### src/hdl/owm_pkg.sv
`timescale 1ns / 1ps
`default_nettype none

package owm_pkg;

    localparam int TICK_W   = 12;
    localparam int CFG_W    = 12;
    localparam int CFG_IDX_W = 3;

    typedef enum logic [2:0] {
        PH_IDLE     = 3'd0,
        PH_RST_LOW  = 3'd1,
        PH_RST_WAIT = 3'd2,
        PH_RST_HIGH = 3'd3,
        PH_INIT     = 3'd4,
        PH_WR_DATA  = 3'd5,
        PH_RD_WAIT  = 3'd6,
        PH_RD_SLOT  = 3'd7
    } phase_t;

    typedef enum logic [1:0] {
        CMD_NONE  = 2'd0,
        CMD_RESET = 2'd1,
        CMD_WRITE = 2'd2,
        CMD_READ  = 2'd3
    } command_t;

    localparam logic [CFG_IDX_W-1:0] REG_RESET_LOW     = 3'd0;
    localparam logic [CFG_IDX_W-1:0] REG_PRESENCE_WAIT = 3'd1;
    localparam logic [CFG_IDX_W-1:0] REG_INIT_LOW      = 3'd2;
    localparam logic [CFG_IDX_W-1:0] REG_READ_SAMPLE   = 3'd3;
    localparam logic [CFG_IDX_W-1:0] REG_SLOT          = 3'd4;

    localparam logic [11:0] RESET_LOW_DEFAULT     = 12'd600;
    localparam logic [9:0]  PRESENCE_WAIT_DEFAULT = 10'd60;
    localparam logic [5:0]  INIT_LOW_DEFAULT      = 6'd2;
    localparam logic [5:0]  READ_SAMPLE_DEFAULT   = 6'd2;
    localparam logic [9:0]  SLOT_DEFAULT          = 10'd60;

    typedef struct packed {
        logic [11:0] reset_low_ticks;
        logic [9:0]  presence_wait_ticks;
        logic [5:0]  init_low_ticks;
        logic [5:0]  read_sample_ticks;
        logic [9:0]  slot_ticks;
    } owm_timing_t;

    typedef struct packed {
        phase_t            phase;
        logic [TICK_W-1:0] tick_count;
        logic [2:0]        bit_index;
        logic [7:0]        out_shift;
        logic [7:0]        in_shift;
        logic              presence_flag;
        logic [1:0]        op_kind;
    } owm_state_t;

    typedef struct packed {
        logic       drive_low;
        logic       busy;
        logic       done;
        logic       presence_level;
        logic [7:0] read_byte;
    } owm_result_t;

endpackage

`default_nettype wire

### src/hdl/owm_step.sv
`timescale 1ns / 1ps
`default_nettype none

module owm_step
    import owm_pkg::*;
(
    input  owm_state_t  state,
    input  owm_timing_t timing,
    input  logic [1:0]  command,
    input  logic [7:0]  write_byte,
    input  logic        line_level,
    output owm_state_t  state_next,
    output owm_result_t result
);

    owm_state_t        s;
    logic [TICK_W-1:0] tick_inc;
    logic [TICK_W-1:0] phase_len;
    logic              phase_end;
    logic              drive;
    logic              done;

    always_comb
    begin
        s = state;
        if ((state.phase == PH_IDLE) && (command != CMD_NONE))
        begin
            s.op_kind    = command;
            s.tick_count = '0;
            s.bit_index  = '0;
            if (command == CMD_RESET)
            begin
                s.phase = PH_RST_LOW;
            end
            else
            begin
                s.phase     = PH_INIT;
                s.out_shift = (command == CMD_WRITE) ? write_byte : 8'h00;
            end
        end

        case (s.phase)
            PH_RST_LOW:  phase_len = timing.reset_low_ticks;
            PH_RST_WAIT: phase_len = {2'b00, timing.presence_wait_ticks};
            PH_INIT:     phase_len = {6'd0, timing.init_low_ticks};
            PH_RD_WAIT:  phase_len = {6'd0, timing.read_sample_ticks};
            default:     phase_len = {2'b00, timing.slot_ticks};
        endcase

        tick_inc  = s.tick_count + 12'd1;
        phase_end = (tick_inc >= phase_len);
        drive     = 1'b0;
        done      = 1'b0;

        case (s.phase)
            PH_RST_LOW:
            begin
                drive        = 1'b1;
                s.tick_count = phase_end ? '0 : tick_inc;
                if (phase_end)
                begin
                    s.phase = PH_RST_WAIT;
                end
            end
            PH_RST_WAIT:
            begin
                s.tick_count = phase_end ? '0 : tick_inc;
                if (phase_end)
                begin
                    s.presence_flag = line_level;
                    s.phase         = PH_RST_HIGH;
                end
            end
            PH_RST_HIGH:
            begin
                if (line_level)
                begin
                    s.tick_count = '0;
                    s.phase      = PH_IDLE;
                    done         = 1'b1;
                end
            end
            PH_INIT:
            begin
                drive        = 1'b1;
                s.tick_count = phase_end ? '0 : tick_inc;
                if (phase_end)
                begin
                    s.phase = (s.op_kind == CMD_WRITE) ? PH_WR_DATA : PH_RD_WAIT;
                end
            end
            PH_RD_WAIT:
            begin
                s.tick_count = phase_end ? '0 : tick_inc;
                if (phase_end)
                begin
                    s.in_shift[s.bit_index] = line_level;
                    s.phase                 = PH_RD_SLOT;
                end
            end
            PH_WR_DATA, PH_RD_SLOT:
            begin
                if (s.phase == PH_WR_DATA)
                begin
                    drive = ~s.out_shift[0];
                end
                s.tick_count = phase_end ? '0 : tick_inc;
                if (phase_end)
                begin
                    if (s.bit_index == 3'd7)
                    begin
                        s.bit_index = '0;
                        s.phase     = PH_IDLE;
                        done        = 1'b1;
                    end
                    else
                    begin
                        s.bit_index = s.bit_index + 3'd1;
                        s.out_shift = {1'b0, s.out_shift[7:1]};
                        s.phase     = PH_INIT;
                    end
                end
            end
            default:
            begin
            end
        endcase

        state_next            = s;
        result.drive_low      = drive;
        result.busy           = (s.phase != PH_IDLE);
        result.done           = done;
        result.presence_level = s.presence_flag;
        result.read_byte      = s.in_shift;
    end

endmodule

`default_nettype wire

### src/hdl/one_wire_bus_master_core.sv
// One tick is taken per transaction; its result is registered and appears in the next cycle.
// Throughput is one tick per cycle unless stalled: the bus state machine advances once per
// accepted tick through a single combinational step between the state and result
// registers. A new tick is taken while the result register is empty or being drained.
// Reset clears the bus state (idle, presence flag high) and loads the default timing.
`timescale 1ns / 1ps
`default_nettype none

module one_wire_bus_master_core
    import owm_pkg::*;
(
    input  wire logic                 clk,
    input  wire logic                 rst_n,
    input  wire logic                 cfg_wr_en,
    input  wire logic [CFG_IDX_W-1:0] cfg_index,
    input  wire logic [CFG_W-1:0]     cfg_data,
    input  wire logic                 in_valid,
    output logic                      in_ready,
    input  wire logic [1:0]           command,
    input  wire logic [7:0]           write_byte,
    input  wire logic                 line_level,
    output logic                      out_valid,
    input  wire logic                 out_ready,
    output logic                      drive_low,
    output logic                      busy_res,
    output logic                      done_res,
    output logic                      presence_level,
    output logic [7:0]                read_byte
);

    owm_timing_t timing_reg;
    owm_state_t  state_reg;
    owm_state_t  state_next;
    owm_result_t result_next;
    owm_result_t result_reg;
    logic        out_valid_reg;
    logic        in_take;

    assign in_ready = ~out_valid_reg | out_ready;
    assign in_take  = in_valid & in_ready;

    owm_step u_step (
        .state      (state_reg),
        .timing     (timing_reg),
        .command    (command),
        .write_byte (write_byte),
        .line_level (line_level),
        .state_next (state_next),
        .result     (result_next)
    );

    always_ff @(posedge clk or negedge rst_n)
    begin
        if (!rst_n)
        begin
            timing_reg.reset_low_ticks     <= RESET_LOW_DEFAULT;
            timing_reg.presence_wait_ticks <= PRESENCE_WAIT_DEFAULT;
            timing_reg.init_low_ticks      <= INIT_LOW_DEFAULT;
            timing_reg.read_sample_ticks   <= READ_SAMPLE_DEFAULT;
            timing_reg.slot_ticks          <= SLOT_DEFAULT;
        end
        else if (cfg_wr_en)
        begin
            case (cfg_index)
                REG_RESET_LOW:     timing_reg.reset_low_ticks     <= cfg_data;
                REG_PRESENCE_WAIT: timing_reg.presence_wait_ticks <= cfg_data[9:0];
                REG_INIT_LOW:      timing_reg.init_low_ticks      <= cfg_data[5:0];
                REG_READ_SAMPLE:   timing_reg.read_sample_ticks   <= cfg_data[5:0];
                REG_SLOT:          timing_reg.slot_ticks          <= cfg_data[9:0];
                default:
                begin
                end
            endcase
        end
    end

    always_ff @(posedge clk or negedge rst_n)
    begin
        if (!rst_n)
        begin
            state_reg.phase         <= PH_IDLE;
            state_reg.tick_count    <= '0;
            state_reg.bit_index     <= '0;
            state_reg.out_shift     <= '0;
            state_reg.in_shift      <= '0;
            state_reg.presence_flag <= 1'b1;
            state_reg.op_kind       <= '0;
            out_valid_reg           <= 1'b0;
        end
        else
        begin
            if (in_take)
            begin
                state_reg <= state_next;
            end
            if (in_ready)
            begin
                out_valid_reg <= in_valid;
            end
        end
    end

    always_ff @(posedge clk)
    begin
        if (in_take)
        begin
            result_reg <= result_next;
        end
    end

    assign out_valid      = out_valid_reg;
    assign drive_low      = result_reg.drive_low;
    assign busy_res       = result_reg.busy;
    assign done_res       = result_reg.done;
    assign presence_level = result_reg.presence_level;
    assign read_byte      = result_reg.read_byte;

endmodule

`default_nettype wire
### config.mk
export PLATFORM = sky130hd
export DESIGN_NAME = one_wire_bus_master_core
export DESIGN_NICKNAME = d
export VERILOG_FILES = /design/src/hdl/owm_pkg.sv /design/src/hdl/owm_step.sv /design/src/hdl/one_wire_bus_master_core.sv
export SDC_FILE = /design/constraint.sdc
export NUM_CORES = 1
export LEC_CHECK = 0
export ABC_AREA = 1
export BUFFER_PORTS_ARGS = -buffer_cell sky130_fd_sc_hd__buf_4
export CORE_MARGIN = 2
export CORE_UTILIZATION = 50
export DETAILED_ROUTE_END_ITERATION = 7
export GPL_ROUTABILITY_DRIVEN = 0
export PLACE_DENSITY = 0.8
export SLEW_MARGIN = 20
export SYNTH_ARGS = -nofsm -noshare
export SYNTH_HDL_FRONTEND = slang
export SYNTH_SLANG_ARGS = --single-unit
export TNS_END_PERCENT = 5
### constraint.sdc
create_clock -name clk -period 4.1 [get_ports clk]
set_clock_uncertainty 0.15 [all_clocks]
set_input_delay 0 -clock clk [delete_from_list [all_inputs] [get_ports clk]]
set_output_delay 0 -clock clk [all_outputs]
set_load 0.02 [all_outputs]
==> results of run 1 <==
## report_power, final
part           internal, mW  switching, mW
Combinational         0.676           1.28
Sequential             1.25          0.177
Clock                 0.291          0.355
Total                  2.21           1.81
## cells by family after synthesis
group / Yosys count
mux: 2
flops: 94
xor+xnor: 4
buf+inv: 120
compound gates: 112
fa+ha+maj: 15
simple gates: 338
## metrics by stage
step | instances | util, %
global placement | 843 | 55.1
finish | 885 | 59.7
global route | 885 | 59.7
CTS | 884 | 59.5
detailed placement | 843 | 55.1
floorplan | 685 | -
## layout make-up
class,instances,area share [%]
Clock buffer,9,2.03
Clock inverter,7,1.31
Inverter,95,5.84
Multi-Input combinational cell,471,38.2
Sequential cell,94,39.8
Tap cell,136,2.79
Timing Repair Buffer,73,10.1
## worst max path at each step
| stage | startpoint | to |
|---|---|---|
| after floorplan | state_reg[34]$_DFFE_PN0P_ | busy_res$_DFFE_PP_ |
| after global placement | state_reg[34]$_DFFE_PN0P_ | state_reg[26]$_DFFE_PN0P_ |
| after detailed placement | state_reg[34]$_DFFE_PN0P_ | state_reg[27]$_DFFE_PN0P_ |
| after CTS | state_reg[34]$_DFFE_PN0P_ | busy_res$_DFFE_PP_ |
| after global routing | state_reg[34]$_DFFE_PN0P_ | state_reg[16]$_DFFE_PN0P_ |
| final | state_reg[34]$_DFFE_PN0P_ | busy_res$_DFFE_PP_ |
## cell usage after synthesis
cell | n | area share, %
a21boi_0 | 1 | 0.14
a21oi_1 | 9 | 0.86
a22oi_1 | 14 | 2.0
a41oi_1 | 1 | 0.17
and2_1 | 1 | 0.12
buf_2 | 7 | 0.67
buf_4 | 2 | 0.29
buf_6 | 2 | 0.43
clkbuf_1 | 14 | 1.0
dfrtp_1 | 67 | 32
dfstp_2 | 15 | 7.5
edfxtp_1 | 12 | 6.9
ha_1 | 15 | 3.6
inv_1 | 92 | 6.6
inv_2 | 3 | 0.22
mux2_2 | 2 | 0.43
nand2_1 | 222 | 16
nand2_2 | 3 | 0.36
nand3_1 | 54 | 5.2
nand3_2 | 1 | 0.19
nand3_4 | 1 | 0.33
nand3b_1 | 4 | 0.57
nand4_1 | 12 | 1.4
nand4_2 | 1 | 0.24
nor2_1 | 28 | 2.0
nor2_2 | 4 | 0.48
nor2_4 | 2 | 0.43
nor3_1 | 1 | 0.095
o211ai_1 | 3 | 0.43
o21ai_0 | 79 | 7.6
o21ai_1 | 1 | 0.095
o21ai_2 | 3 | 0.50
o22ai_1 | 1 | 0.12
or2_2 | 4 | 0.48
xor2_1 | 4 | 0.67
## repair_timing
| item | 4_1_cts | 5_1_grt |
|---|---|---|
| resized for setup | 0 | 3 |
| setup endpoints to repair | 0 | 21 |
| setup buffers | 0 | 1 |
| hold buffers | 25 | 0 |
| endpoints found under the hold margin | 141 | 0 |
## tightest hold or removal path, stage by stage
cell     delay [ps]
buf_4            80
nand2_1          50
buf_4           250
nand2_1         100
nand2_1          50
## routing by layer
layer  vias to the layer above  global-route usage, %
li1                       2324                      -
met1                      2210                   29.3
met2                       173                   36.6
met3                        24                   3.92
met4                         0                   7.14
met5                         -                      0
==> flow_metrics.py, run 1 <==
metrics = {
    "worst_hold_path": {
        "hold_crit_endpoint": "state_reg[17]$_DFFE_PN0P_",
        "hold_critical_path_depth": 5,
        "hp-start": "in_valid",
        "timing.hold.worst.class": "in -> reg",
    },
    "timing": {
        "final_max_slew_viol_count": 0,
        "finalHoldViolCount": 0,
        "grt_setup_unrepaired": "false",
        "tns_ps": 0,
        "period_utilization_pct": 91.7,
        "finalCriticalPeriod_ps": 3760,
        "hold-worst-slack_ps": 40.7,
        "max_clock_freq_ghz": 0.266,
        "final.setup.worst_slack_ps": 341,
        "max_slew.worst_pin.slew_ps": 805,
        "timing.slew.headroom_pct": 46.3,
        "setup_violations": 0,
    },
    "clock_network": {
        "number_of_clock_sinks": 94,
        "cts_buffer_depth": 2,
        "cts.htree.levels": 3,
        "insertion_delay_to_the_later_sink_of_the_worst_skew_pair_ps": 370,
        "clock-root-buffer": "clkbuf_8",
        "path_clk_slew_ps": 100,
        "numCtsBuffers": 9,
        "cts_tree": "yes",
    },
    "layout": {
        "layout_commonest_cell": "nand2_1",
        "regArea_sq_um": 2430,
        "areaGrowthSynthToFinish_pct": 16.7,
        "design_area_sq_um": 6110,
        "count_of_fill_cells_added_during_filler_insertion": 872,
        "largest_register_ffs": 44,
        "design.final.nets": 790,
        "final_layout_size_suffix_gt1_share_pct": 14.0,
        "mostFrequentLayoutCells": "nand2_1 (221), inv_1 (92), o21ai_0 (79)",
        "multiInputGateArea_sq_um": 2330,
        "antenna_cells_inserted": 0,
    },
    "drt": {
        "drt-total-wl_um": 11900,
        "detail-route-antenna-nets": 0,
        "topRoutingLayerUsed": "met4",
        "detail_route.drc_violations": 0,
        "routed-wl-met3_um": 669,
        "via_per_inst": 5.35,
        "wl_per_cell_um": 13.4,
        "routed-via-count": 4731,
        "drt_pass1_iterations": 6,
        "met2_wirelength_um": 5700,
        "m1WireLength_um": 5300,
        "first_iter_violations": 380,
    },
    "floorplan": {
        "die_w_um": 106,
        "io_pins": 45,
        "floorplan.initialDensity_pct": 51.2,
        "die_h_um": 106,
        "design.die.area_sq_um": 11300,
        "placementRows": 37,
        "core-area_sq_um": 10200,
    },
    "setup_path": {
        "critPathBufInv": 2,
        "crit_path_top_delay_cell": "dfrtp_1",
        "regToRegEndpoint": "busy_res$_DFFE_PP_",
        "crit_required_ps": 4180,
        "r2r_start": "state_reg[34]$_DFFE_PN0P_",
        "worstPathCellList": "nor2_2 -> nand3_4 -> nand2_1 -> nand4_2 -> inv_1 -> nand2_1 -> nand3_1 -> a21oi_1 -> nand2_1 -> o21ai_0 -> ha_1 -> nand2_1 -> nand2_1 -> nand2_1 -> nand2_1 -> a21oi_1 -> nand2_4 -> inv_1 -> nand3_1 -> nand3_1 -> nor2_1 -> nand3_1",
        "worst_path_most_repeated_cell": "nand2_1",
        "worst-r2r-setup-slack_ps": 340,
        "crit_path_max_incr_delay_ps": 450,
        "path_depth": 22,
        "worstSetupStartpointType": "flop",
        "worstRegToRegCells": 22,
        "setup.worst_path.end_class": "flop",
        "worst_path_dominant_cell_family": "simple AND/OR/NAND/NOR gates",
        "setup.worst_path.class": "reg -> reg",
        "critical_path.max_fanout": 15,
        "worst_ep_arrival_time_ps": 3840,
    },
    "synth": {
        "synth_compound_area_share_pct": 11.9,
        "ys_seq_elements": 94,
        "synthMuxAreaShare_pct": 0.430,
        "syn-cell-area_sq_um": 5240,
        "yosysUniqueCellTypes": 35,
        "synthesis_warnings": 0,
        "netlist_instances": 685,
        "combinational_family_with_the_most_area_after_synthesis": "simple AND/OR/NAND/NOR gates",
        "xor_xnor_cell_area_share_of_the_yosys_netlist_pct": 0.669,
        "syn-mean-instance-area_sq_um": 7.64,
        "syn-num-nets": 731,
        "synthAdderAreaFrac_pct": 3.58,
        "synthSimpleGateAreaFrac_pct": 27.8,
        "ys_seq_area_share_pct": 46.4,
    },
    "placed_design": {
        "port_buffers": 44,
        "postPlaceCellArea_sq_um": 5630,
        "dp_hpwl_um": 8040,
        "dpl_worst_slack_ps": 251,
    },
    "global_route": {
        "antenna_found_initial": 0,
        "grt_use_total_pct": 22.1,
        "maximum_number_of_pins_on_one_net_before_global_route_repair": 83,
        "global_route_wire_length_before_repair_um": 20100,
        "grt_pass1_vias": 4441,
        "globalRoute.totalOverflow": 0,
    },
    "outcome": {
        "result_of_the_run": "completed",
    },
    "run": {
        "drv.max_cap_violation_count": 0,
    },
    "pwr": {
        "power.density_nw_per_um2": 659,
        "total_power_mw": 4.02,
        "ir_drop_uv": 273,
        "power.static_leakage_nw": 3.15,
    },
}
Note: power is estimated with default switching activity, not from simulation.
==> run 2, diff against run 1 <==
--- a/config.mk
+++ b/config.mk
@@ -12,6 +12,7 @@
 export DETAILED_ROUTE_END_ITERATION = 7
 export GPL_ROUTABILITY_DRIVEN = 0
 export PLACE_DENSITY = 0.8
+export RECOVER_POWER = 25
 export SLEW_MARGIN = 20
 export SYNTH_ARGS = -nofsm -noshare
 export SYNTH_HDL_FRONTEND = slang
==> run 2 against run 1 <==
  * The flow now finishes with violations (max-capacitance violations, max-slew violations)
  * Via count down 0.63%
  * Largest power group unchanged
  * Highest routed layer unchanged
  * Combinational power about the same
  * Cell count unchanged
==> flow_metrics.py, run 2 (synthesis gave the netlist of run 1 again) <==
metrics = {
    "outcome": {
        "result_of_the_run": "finished with violations",
        "violations": "max-capacitance violations, max-slew violations",
    },
    "timing": {
        "finalHoldViolCount": 0,
        "max_clock_freq_ghz": 0.266,
        "timing.slew.headroom_pct": -31.2,
        "setup_violations": 0,
        "grt_setup_unrepaired": "false",
        "period_utilization_pct": 91.6,
        "hold-worst-slack_ps": 39.9,
        "final_max_slew_viol_count": 83,
        "max_slew.worst_pin.slew_ps": 1970,
        "tns_ps": 0,
        "finalCriticalPeriod_ps": 3750,
        "final.setup.worst_slack_ps": 345,
    },
    "setup_path": {
        "crit_path_top_delay_cell": "dfrtp_1",
        "worst_path_dominant_cell_family": "simple AND/OR/NAND/NOR gates",
        "crit_path_max_incr_delay_ps": 450,
        "critPathBufInv": 2,
        "setup.worst_path.class": "reg -> reg",
        "worstPathCellList": "nor2_2 -> nand3_4 -> nand2_1 -> nand4_2 -> inv_1 -> nand2_1 -> nand3_1 -> a21oi_1 -> nand2_1 -> o21ai_0 -> ha_1 -> nand2_1 -> nand2_1 -> nand2_1 -> nand2_1 -> a21oi_1 -> nand2_4 -> inv_1 -> nand3_1 -> nand3_1 -> nor2_1 -> nand3_1",
        "worst_path_most_repeated_cell": "nand2_1",
        "critical_path.max_fanout": 15,
        "worst_ep_arrival_time_ps": 3840,
        "r2r_start": "state_reg[34]$_DFFE_PN0P_",
        "setup.worst_path.end_class": "flop",
        "crit_required_ps": 4180,
        "regToRegEndpoint": "busy_res$_DFFE_PP_",
        "worstSetupStartpointType": "flop",
        "worst-r2r-setup-slack_ps": 350,
        "worstRegToRegCells": 22,
    },
    "clock_network": {
        "cts_tree": "yes",
        "cts_buffer_depth": 2,
        "path_clk_slew_ps": 100,
        "cts.htree.levels": 3,
        "number_of_clock_sinks": 94,
        "clock-root-buffer": "clkbuf_8",
        "numCtsBuffers": 9,
        "insertion_delay_to_the_later_sink_of_the_worst_skew_pair_ps": 370,
    },
    "layout": {
        "final_cells": 885,
        "largest_register_ffs": 44,
        "mostFrequentLayoutCells": "nand2_1 (221), inv_1 (92), o21ai_0 (79)",
        "final_layout_size_suffix_gt1_share_pct": 14.0,
        "antenna_cells_inserted": 0,
        "count_of_fill_cells_added_during_filler_insertion": 874,
        "layout_commonest_cell": "nand2_1",
        "design.final.nets": 790,
        "areaGrowthSynthToFinish_pct": 16.6,
    },
    "floorplan": {
        "placementRows": 37,
        "die_h_um": 106,
        "design.die.area_sq_um": 11300,
        "io_pins": 45,
        "die_w_um": 106,
        "floorplan.initialDensity_pct": 51.2,
        "core-area_sq_um": 10200,
    },
    "pwr": {
        "power.static_leakage_nw": 3.15,
        "ir_drop_uv": 274,
        "power.density_nw_per_um2": 660,
    },
    "worst_hold_path": {
        "hold_crit_endpoint": "state_reg[17]$_DFFE_PN0P_",
        "hp-start": "in_valid",
        "hold_critical_path_depth": 5,
        "timing.hold.worst.class": "in -> reg",
    },
    "placed_design": {
        "placedCellCount": 843,
        "port_buffers": 44,
        "dp_hpwl_um": 8040,
        "dpl_worst_slack_ps": 251,
    },
    "global_route": {
        "global_route_wire_length_before_repair_um": 20100,
        "globalRoute.totalOverflow": 0,
        "grt_use_total_pct": 22.1,
        "antenna_found_initial": 0,
        "grt_pass1_vias": 4441,
        "maximum_number_of_pins_on_one_net_before_global_route_repair": 83,
    },
    "drt": {
        "via_per_inst": 5.31,
        "detail_route.drc_violations": 0,
        "wl_per_cell_um": 13.4,
        "drt_pass1_iterations": 5,
        "detail-route-antenna-nets": 0,
        "drt-total-wl_um": 11800,
        "first_iter_violations": 380,
        "routed-via-count": 4701,
    },
    "run": {
        "drv.max_cap_violation_count": 1,
    },
}
==> run 2: changes by cell type in the layout (fill, tap and decap cells not counted), sizes merged <==
cell and change:
buf -2, clkbuf +2
==> run 2: area by class of cell <==
| class | count | area (sq um) | share of cell area, % |
|---|---|---|---|
| inverters | 95 | 357 | 5.84 |
| flip-flops and latches | 94 | 2430 | 39.8 |
| clock inverters | 7 | 80.1 | 1.31 |
| repair buffers | 73 | 608 | 9.96 |
| clock buffers | 9 | 124 | 2.03 |
| well taps | 136 | 170 | 2.79 |
| multi-input cells | 471 | 2330 | 38.2 |
==> run 2: routing by layer <==
layer / share of wire, % / wire length, um / global-route usage [%]
met1: 44 / 5260 / 29.3
met2: 48 / 5660 / 36.6
met3: 5.9 / 702 / 3.92
met4: 1.9 / 221 / 7.14
met5: 0 / 0 / 0
==> run 2: worst max path at each step <==
stage                              start                   endpoint  slack (ps)  cells past startpoint
2_1_floorplan  state_reg[34]$_DFFE_PN0P_         busy_res$_DFFE_PP_         850                     24
3_3_place_gp   state_reg[34]$_DFFE_PN0P_  state_reg[26]$_DFFE_PN0P_         380                     23
3_5_place_dp   state_reg[34]$_DFFE_PN0P_  state_reg[27]$_DFFE_PN0P_         250                     23
4_1_cts        state_reg[34]$_DFFE_PN0P_         busy_res$_DFFE_PP_         250                     23
5_1_grt        state_reg[34]$_DFFE_PN0P_  state_reg[16]$_DFFE_PN0P_           2                     21
6_report       state_reg[34]$_DFFE_PN0P_         busy_res$_DFFE_PP_         350                     22
==> run 2: metrics by stage <==
| stage | utilization, % | area, sq um | power, mW |
|---|---|---|---|
| 2_1_floorplan | - | 5240 | 2.87 |
| 3_3_place_gp | 55.1 | 5630 | 3.22 |
| 3_5_place_dp | 55.1 | 5630 | 3.32 |
| 4_1_cts | 59.5 | 6090 | 3.99 |
| 5_1_grt | 59.7 | 6100 | 4.39 |
| 6_report | 59.7 | 6100 | 4.03 |
==> run 2: repair_timing <==
action / in CTS / in global routing
hold buffers: 25 / 0
endpoints found under the hold margin: 141 / 0
resized for setup: 0 / 3
buffers inserted: 0 / 1
endpoints found under the setup margin: 0 / 21
==> run 2: where the power goes <==
group          leakage, nW  internal, mW  switching, mW
registers             1.12          1.25          0.175
logic                 1.92         0.675           1.28
clock network        0.102         0.291          0.359
==> run 2: worst register-to-register path: stages, from the launching register on <==
cell	delay [ps]
dfrtp_1	450
nor2_2	220
nand3_4	190
nand2_1	150
nand4_2	120
inv_1	370
nand2_1	110
nand3_1	90
a21oi_1	40
nand2_1	60
o21ai_0	130
ha_1	210
nand2_1	60
nand2_1	50
nand2_1	60
nand2_1	40
a21oi_1	270
nand2_4	180
inv_1	330
nand3_1	110
nand3_1	100
nor2_1	50
nand3_1	80
==> run 3, diff against run 2 <==
--- a/config.mk
+++ b/config.mk
@@ -11,6 +11,7 @@
 export CORE_UTILIZATION = 50
 export DETAILED_ROUTE_END_ITERATION = 7
 export GPL_ROUTABILITY_DRIVEN = 0
+export GPL_TIMING_DRIVEN = 0
 export PLACE_DENSITY = 0.8
 export RECOVER_POWER = 25
 export SLEW_MARGIN = 20
==> run 3 against run 2 <==
  * The flow still finishes with violations (max-capacitance violations, max-slew violations)
  * Sequential power about the same
  * Routed wire length up 6.8%
  * Cell count rose by 3.2%
  * Critical path depth rose by 3
  * Largest cell class unchanged
  * Design area is 2.2% higher
  * Count of clock-buffer cells in the layout rose by 2
  * First-iteration DRC count decreased by 4.7%
  * Highest routed layer unchanged
  * Critical endpoint unchanged
  * Via count up 2.9%
==> flow_metrics.py, run 3 (synthesis gave the netlist of run 1 again) <==
metrics = {
    "drt": {
        "drt-total-wl_um": 12700,
        "detail_route.drc_violations": 0,
        "drt_pass1_iterations": 5,
        "first_iter_violations": 362,
        "wl_per_cell_um": 13.9,
        "via_per_inst": 5.30,
        "routed-via-count": 4835,
        "detail-route-antenna-nets": 0,
    },
    "worst_hold_path": {
        "timing.hold.worst.class": "in -> reg",
        "hold_critical_path_depth": 5,
    },
    "layout": {
        "final_layout_size_suffix_gt1_share_pct": 14.7,
        "areaGrowthSynthToFinish_pct": 19.1,
        "antenna_cells_inserted": 0,
        "post-route-util_pct": 60.9,
        "design.final.nets": 818,
        "mostFrequentLayoutCells": "nand2_1 (222), inv_1 (91), o21ai_0 (79)",
        "largest_register_ffs": 44,
        "layout_commonest_cell": "nand2_1",
    },
    "setup_path": {
        "regToRegEndpoint": "busy_res$_DFFE_PP_",
        "worstSetupStartpointType": "flop",
        "worst_setup_path_startpoint": "state_reg[36]$_DFFE_PN0P_",
        "r2r_start": "state_reg[36]$_DFFE_PN0P_",
        "critical_path.endpoint": "busy_res$_DFFE_PP_",
        "setup.worst_path.end_class": "flop",
        "setup.worst_path.class": "reg -> reg",
        "critical_path.max_fanout": 10,
        "worstRegToRegCells": 25,
        "crit_required_ps": 4060,
        "worst_ep_arrival_time_ps": 3770,
        "worst-r2r-setup-slack_ps": 290,
    },
    "pwr": {
        "switchingPower_mw": 1.82,
        "ir_drop_uv": 362,
        "combinationalPowerShare_pct": 51.0,
        "clockPowerShare_pct": 14.1,
        "power.static_leakage_nw": 3.21,
        "power_report.internal_total_mw": 2.22,
        "seqPwrFrac_pct": 35.0,
        "power.share.switching_pct": 45.1,
        "power.density_nw_per_um2": 649,
    },
    "placed_design": {
        "port_buffers": 44,
        "dp_hpwl_um": 8620,
    },
    "run": {
        "drv.max_cap_violation_count": 1,
    },
    "global_route": {
        "grt_use_total_pct": 23.0,
        "globalRoute.totalOverflow": 0,
        "maximum_number_of_pins_on_one_net_before_global_route_repair": 83,
        "grt_pass1_vias": 4532,
        "antenna_found_initial": 0,
        "global_route_wire_length_before_repair_um": 20800,
    },
    "timing": {
        "max_clock_freq_ghz": 0.263,
        "period_utilization_pct": 92.9,
        "finalHoldViolCount": 0,
        "timing.slew.headroom_pct": -33.1,
        "tns_ps": 0,
        "max_slew.worst_pin.slew_ps": 2000,
        "final_max_slew_viol_count": 83,
        "finalCriticalPeriod_ps": 3810,
        "setup_violations": 0,
        "grt_setup_unrepaired": "false",
    },
    "floorplan": {
        "floorplan.initialDensity_pct": 51.2,
        "design.die.area_sq_um": 11300,
        "die_h_um": 106,
        "placementRows": 37,
        "io_pins": 45,
        "core-area_sq_um": 10200,
        "die_w_um": 106,
    },
    "outcome": {
        "result_of_the_run": "finished with violations",
        "violations": "max-capacitance violations, max-slew violations",
    },
    "clock_network": {
        "clock-root-buffer": "clkbuf_8",
        "cts.htree.levels": 3,
        "path_clk_slew_ps": 90,
        "cts_tree": "yes",
        "number_of_clock_sinks": 94,
        "cts_buffer_depth": 2,
        "insertion_delay_to_the_later_sink_of_the_worst_skew_pair_ps": 370,
        "numCtsBuffers": 9,
    },
}
[run 3: cell type report]
| class | count | area [sq um] |
|---|---|---|
| plain buffers | 25 | 133 |
| clock buffers | 11 | 131 |
| clock inverters | 5 | 42.5 |
| fillers | 882 | 4000 |
| inverters | 95 | 357 |
| multi-input cells | 471 | 2330 |
| flip-flops and latches | 94 | 2430 |
| well taps | 136 | 170 |
| repair buffers | 76 | 643 |
[run 3: through the flow]
| stage | hold WS [ps] | worst slack (ps) | std cells | instance area, sq um | power [mW] |
|---|---|---|---|---|---|
| final | 81.4 | 291 | 913 | 6230 | 4.05 |
| after global routing | 115 | 24.5 | 913 | 6230 | 4.42 |
| after CTS | 61.7 | 137 | 911 | 6210 | 4.00 |
| after detailed placement | 93.2 | 163 | 865 | 5740 | 3.39 |
| after global placement | 88.0 | 272 | 865 | 5740 | 3.31 |
| after floorplan | -446 | 847 | 685 | 5240 | 2.87 |
[run 3: power by group through the flow]
stage | sequential, mW | clock [mW] | combinational [mW]
2_1_floorplan | 1.43 | 0 | 1.44
3_3_place_gp | 1.41 | 0 | 1.89
3_5_place_dp | 1.43 | 0 | 1.97
4_1_cts | 1.41 | 0.585 | 2.01
5_1_grt | 1.45 | 0.618 | 2.36
6_report | 1.41 | 0.569 | 2.06
[run 3: repair_timing]
item	in CTS	in global routing
resized for setup	0	6
setup endpoints to repair	0	12
buffers inserted	0	2
endpoints found under the hold margin	126	0
hold buffers	30	0
[run 3: worst min path at each step]
stage,from,to,slack [ps]
after floorplan,rst_n,out_valid$_DFFE_PN0N_,-450
after global placement,rst_n,out_valid$_DFFE_PN0N_,90
after detailed placement,rst_n,state_reg[31]$_DFFE_PN0P_,90
after CTS,command[1],state_reg[36]$_DFFE_PN0P_,60
after global routing,command[1],drive_low$_DFFE_PP_,110
final,command[1],drive_low$_DFFE_PP_,80
[run 3: worst max-delay path, stage by stage, from the launching register on]
cell and delay (ps):
dfrtp_1 400, inv_2 100, nand3_4 140, buf_6 170, buf_6 160, nand2_1 90
inv_1 70, ha_2 230, inv_1 70, nor2_2 160, nand3_1 90, nand2_1 60
nand2_1 80, ha_1 290, nand2_1 40, nor2_1 130, nand4_1 110, inv_1 70
nand2_1 70, nand2_2 160, buf_6 160, nand2_1 70, nand2_1 60, nand3_1 110
nor2_1 170, nand3_1 100
[run 3: metal layers]
layer | vias up | wire length [um] | global-route usage (%)
met5 | - | 0 | 0
met4 | 0 | 307 | 9.77
met3 | 29 | 870 | 3.49
met2 | 174 | 6110 | 38.6
met1 | 2246 | 5370 | 29.7
li1 | 2386 | - | -
